--- src/bounded_move_to_front_codec_top_macros.svh ---
// Assertion helpers used by the codec top module.
`ifndef BOUNDED_MOVE_TO_FRONT_CODEC_TOP_MACROS_SVH
`define BOUNDED_MOVE_TO_FRONT_CODEC_TOP_MACROS_SVH

// Same-cycle implication, disabled while in reset.
`define BMTF_ASSERT_NOW(lbl, ante, cons) \
  lbl: assert property (@(posedge clk) disable iff (!rst_n) (ante) |-> (cons)) \
    else $error("bmtf check failed");

// Next-cycle implication, disabled while in reset.
`define BMTF_ASSERT_NXT(lbl, ante, cons) \
  lbl: assert property (@(posedge clk) disable iff (!rst_n) (ante) |=> (cons)) \
    else $error("bmtf check failed");

`endif

--- src/bmtf_pkg.sv ---
package bmtf_pkg;

  localparam int SLOTS  = 8;
  localparam int POS_W  = $clog2(SLOTS);
  localparam int FILL_W = $clog2(SLOTS + 1);
  localparam int CODE_W = 9;
  localparam int BYTE_W = 8;

  localparam logic [FILL_W-1:0] FILL_MAX  = FILL_W'(SLOTS);
  localparam logic [CODE_W-1:0] CODE_BASE = CODE_W'(SLOTS);

  // register byte addresses, bit 2 selects the register index
  localparam logic REG_DIRECTION = 1'b0;
  localparam logic DIR_ENCODE    = 1'b0;
  localparam logic DIR_DECODE    = 1'b1;

  typedef logic [BYTE_W-1:0] byte_t;
  typedef logic [CODE_W-1:0] code_t;

  // broadcast to every cell
  typedef struct packed {
    logic              go;
    logic              dec;
    logic              is_pos;
    logic [POS_W-1:0]  pos;
    byte_t             key;
    logic [FILL_W-1:0] fill;
  } cell_ctl_t;

  // search result rippling down the row
  typedef struct packed {
    logic             found;
    logic [POS_W-1:0] pos;
    byte_t            data;
  } link_t;

endpackage

--- src/bmtf_cell.sv ---
module bmtf_cell import bmtf_pkg::*; (
  input  logic             clk,
  input  logic             rst_n,
  input  cell_ctl_t        ctl,
  input  logic [POS_W-1:0] cell_idx,
  input  byte_t            left_byte,
  input  link_t            link_in,
  output link_t            link_out,
  output byte_t            cell_byte
);

  byte_t byte_r;
  byte_t byte_nxt;
  logic  filled;
  logic  match;

  assign filled = FILL_W'(cell_idx) < ctl.fill;

  always_comb begin
    if (ctl.dec) begin
      match = ctl.is_pos && (ctl.pos == cell_idx);
    end else begin
      match = filled && (byte_r == ctl.key);
    end
  end

  always_comb begin
    link_out.found = link_in.found | match;
    link_out.pos   = link_in.found ? link_in.pos  : cell_idx;
    link_out.data  = link_in.found ? link_in.data : byte_r;
  end

  // cells up to and including the hit (every cell on a miss) take their left neighbor's byte
  assign byte_nxt = (ctl.go && !link_in.found) ? left_byte : byte_r;

  always_ff @(posedge clk) begin
    if (!rst_n) begin
      byte_r <= '0;
    end else begin
      byte_r <= byte_nxt;
    end
  end

  assign cell_byte = byte_r;

endmodule

--- config.mk ---
export PLATFORM = sky130hd
export DESIGN_NAME = bmtf_cell
export DESIGN_NICKNAME = d
export VERILOG_FILES = /design/src/bounded_move_to_front_codec_top_macros.svh /design/src/bmtf_pkg.sv /design/src/bmtf_cell.sv
export SDC_FILE = /design/constraint.sdc
export NUM_CORES = 1
export LEC_CHECK = 0
export ABC_CLOCK_PERIOD_IN_PS = 1400
export BUFFER_PORTS_ARGS = -buffer_cell sky130_fd_sc_hd__buf_2
export CAP_MARGIN = 20
export CORE_MARGIN = 4
export CORE_UTILIZATION = 35
export DETAILED_ROUTE_END_ITERATION = 8
export GPL_TIMING_DRIVEN = 0
export PLACE_DENSITY = 0.91
export SLEW_MARGIN = 10
export SYNTH_ARGS = -nofsm -noshare
export SYNTH_HDL_FRONTEND = slang
export SYNTH_SLANG_ARGS = --single-unit
--- constraint.sdc ---
create_clock -name clk -period 1.4 [get_ports clk]
set_clock_uncertainty 0.05 [all_clocks]
set_input_delay 0.07 -clock clk [delete_from_list [all_inputs] [get_ports clk]]
set_output_delay 0.07 -clock clk [all_outputs]
set_load 0.03 [all_outputs]
==> impl_metrics.toml <==
[route]
dr.pass1.iters = 4
route.vias.total = 686
postRouteWirelength_mm = 1.92
drt_iter0_drc = 7
drc = 0
via_per_inst = 4.45
wire_per_inst_um = 12.5
ant_nets = 0

[logic_synthesis]
synth_edf_count = 0
syn_avg_cell_area_um2 = 9.91
synth_top_family_by_area = "multiplexers"
ys_seq_elements = 8
syn-cell-area_um2 = 634
ys_warn_count = 0
ys_top_cells_by_count = "mux2_1 (9), nor2b_1 (9), dfxtp_1 (8), mux2i_1 (8), xor2_1 (6)"
synth-compound-area-share_pct = 4.93
synth_top_cell_by_area = "dfxtp_1"
synth_cell_types = 18
synth_xor_area_share_pct = 15.2
synthTopCellsByArea = "dfxtp_1 (25%), mux2_1 (16%), mux2i_1 (13%)"
synth_mux_area_share_pct = 32.1
ys_seq_area_share_pct = 25.2
syn_inst = 64
synth_top_area_share_pct = 25.2
syn_nets = 109
synthFlopType = "dfxtp_1"
synthAdderAreaFrac_pct = 3.94
ys_async_sr_fraction_pct = 0
synth-simple-area-share_pct = 15.2

[power_and_ir_drop]
power.ir.vdd_worst_v = 0.000346
power.density_nw_per_um2 = 702
p_leak_nw = 0.533

[hold_path]
hold_path_startpoint = "left_byte[4]"
hold_depth = 3
holdPathEnd = "cell_byte[4]"
min_path_type = "primary input to flip-flop"

[cells_and_area]
largest_reg_flops = 8
layout.nets = 176
antennaDiodeCount = 0
drive_gt1_share_pct = 57.4
area_growth_pct = 60.4
final_cell_count_no_fill = 154

[cts]
insertion_delay_ps = 250
clockRootBuffer = "clkbuf_4"
clk_path_buf_depth = 2
cts_buffers = 3
cts_tree = "yes"
post_cts_buffers = 0
htreeDepth = 1
holdBufCountCts = 0
path_clk_slew_ps = 50
cts_sinks = 8

[critical_path]
crit_slowest_cell = "dfxtp_2"
r2r_cells = 2
reg2reg_to = "cell_byte[2]"
crit_start = "cell_byte[3]"
start_kind = "flip-flop"
critPathTopFamily = "simple AND/OR/NAND/NOR gates"
arrival_ps = 1510
crit_path_end_kind = "output port"
critical_path_buf_inv_count = 1
crit_fanout = 4
reg2reg_slack_ps = 690
path_cells = "xor2_1, nor4_2, nand3_1, o31ai_4, buf_6"
max_stage_delay_ps = 330
rr_startpoint = "cell_byte[2]"
required_ps = 1280
critical_path_class = "flip-flop to output port"

[placed_design]
dpl.hpwl_mm = 1.65
port_buffers = 62
place_congestion = 0.741
placedCellCount = 151
pre_cts_ws_ps = -51.0

[timing]
drv_slew = 0
rsz0062_at_grt = "yes"
finalCritPeriodShare_pct = 117
period_needed_ps = 1630
worst_slack_ps = -232
worstMarginPinSlew_ps = 366
finalHoldViolations = 0
fmax_mhz = 613
setup_viol = 1
relSlewSlack_pct = 75.6

[global_routing]
grt_use_met1_pct = 13.6
grt_max_degree = 11
grt_overflow_total = 0
grt_pass1_wl_mm = 2.84
busiest_layer = "met2"
antenna_found_initial = 0
grt_pass1_vias = 668
use_met3_pct = 4.45
grt_usage_pct = 14.7
grtUsageMet2_pct = 28.7

[floorplanning]
die_h_um = 50.6
io_pins = 63
die_area_um2 = 2560
std_cell_rows = 15
die_x_um = 50.6
initial_core_util_pct = 36.7
fp.coreArea_um2 = 1730

[run_status]
failed_checks = "negative setup slack"
status = "finished with violations"

[run]
drv_cap = 0
-- layer usage --
layer  wire length (um)  vias to the layer above
li1                   -                      350
met1                704                      305
met2               1040                       31
met3                176                        0
met4                  0                        0
met5                  0                        -
-- cell type report --
cell class | instances | area [um^2]
Fill cell | 164 | 709
Multi-Input combinational cell | 51 | 462
Timing Repair Buffer | 62 | 317
Sequential cell | 8 | 164
Tap cell | 25 | 31.3
Clock buffer | 3 | 22.5
Inverter | 3 | 11.3
Buffer | 2 | 10.0
-- worst max-delay path by stage --
stage | slack (ps) | cells past startpoint | endpoint
2_1_floorplan | -10 | 4 | link_out[11]
5_1_grt | -350 | 5 | link_out[11]
4_1_cts | -280 | 5 | link_out[11]
3_3_place_gp | -50 | 5 | link_out[11]
3_5_place_dp | -50 | 5 | link_out[11]
6_report | -230 | 5 | link_out[11]
-- stage by stage --
| stage | hold slack (ps) | power, mW | area (um^2) | setup TNS [ps] | util, % |
|---|---|---|---|---|---|
| after detailed placement | 287 | 0.549 | 988 | -51.0 | 57.2 |
| after global placement | 276 | 0.539 | 988 | -45.9 | 57.2 |
| final | 30.1 | 0.714 | 1020 | -232 | 58.9 |
| after CTS | 18.7 | 0.730 | 1020 | -276 | 58.9 |
| after floorplan | 148 | 0.433 | 647 | -13.6 | - |
| after global routing | 23.9 | 0.756 | 1020 | -355 | 58.9 |
-- what timing repair did --
item | 4_1_cts | 5_1_grt
pin swaps | 3 | 1
endpoints found under the setup margin | 1 | 1
resized for setup | 2 | 0
-- worst reg2reg max path: stages (launching register included) --
cell and delay (ps):
dfxtp_1 410, mux2i_1 100, nor2b_1 100
-- cell usage in the layout (no fill, tap or decap), drive strengths merged, types with 2 or more instances in the layout --
master  count
inv         3
nand3       2
ha          2
xnor2       5
mux2i       8
mux2       11
a21oi       2
clkbuf      3
buf        64
xor2        6
dfxtp       8
nor2b       9
-- cells by family after synthesis --
kind of cell    count (synthesis)
simple gates                   15
flops                           8
xor+xnor                       11
mux                            19
buf+inv                         5
fa+ha+maj                       2
compound gates                  4
-- report_power, final --
part           switching (mW)  internal [mW]
Sequential             0.0135          0.240
Clock                  0.0719         0.0976
Combinational           0.161          0.130
Total                   0.246          0.468
Note: power is estimated with default switching activity, not from simulation.
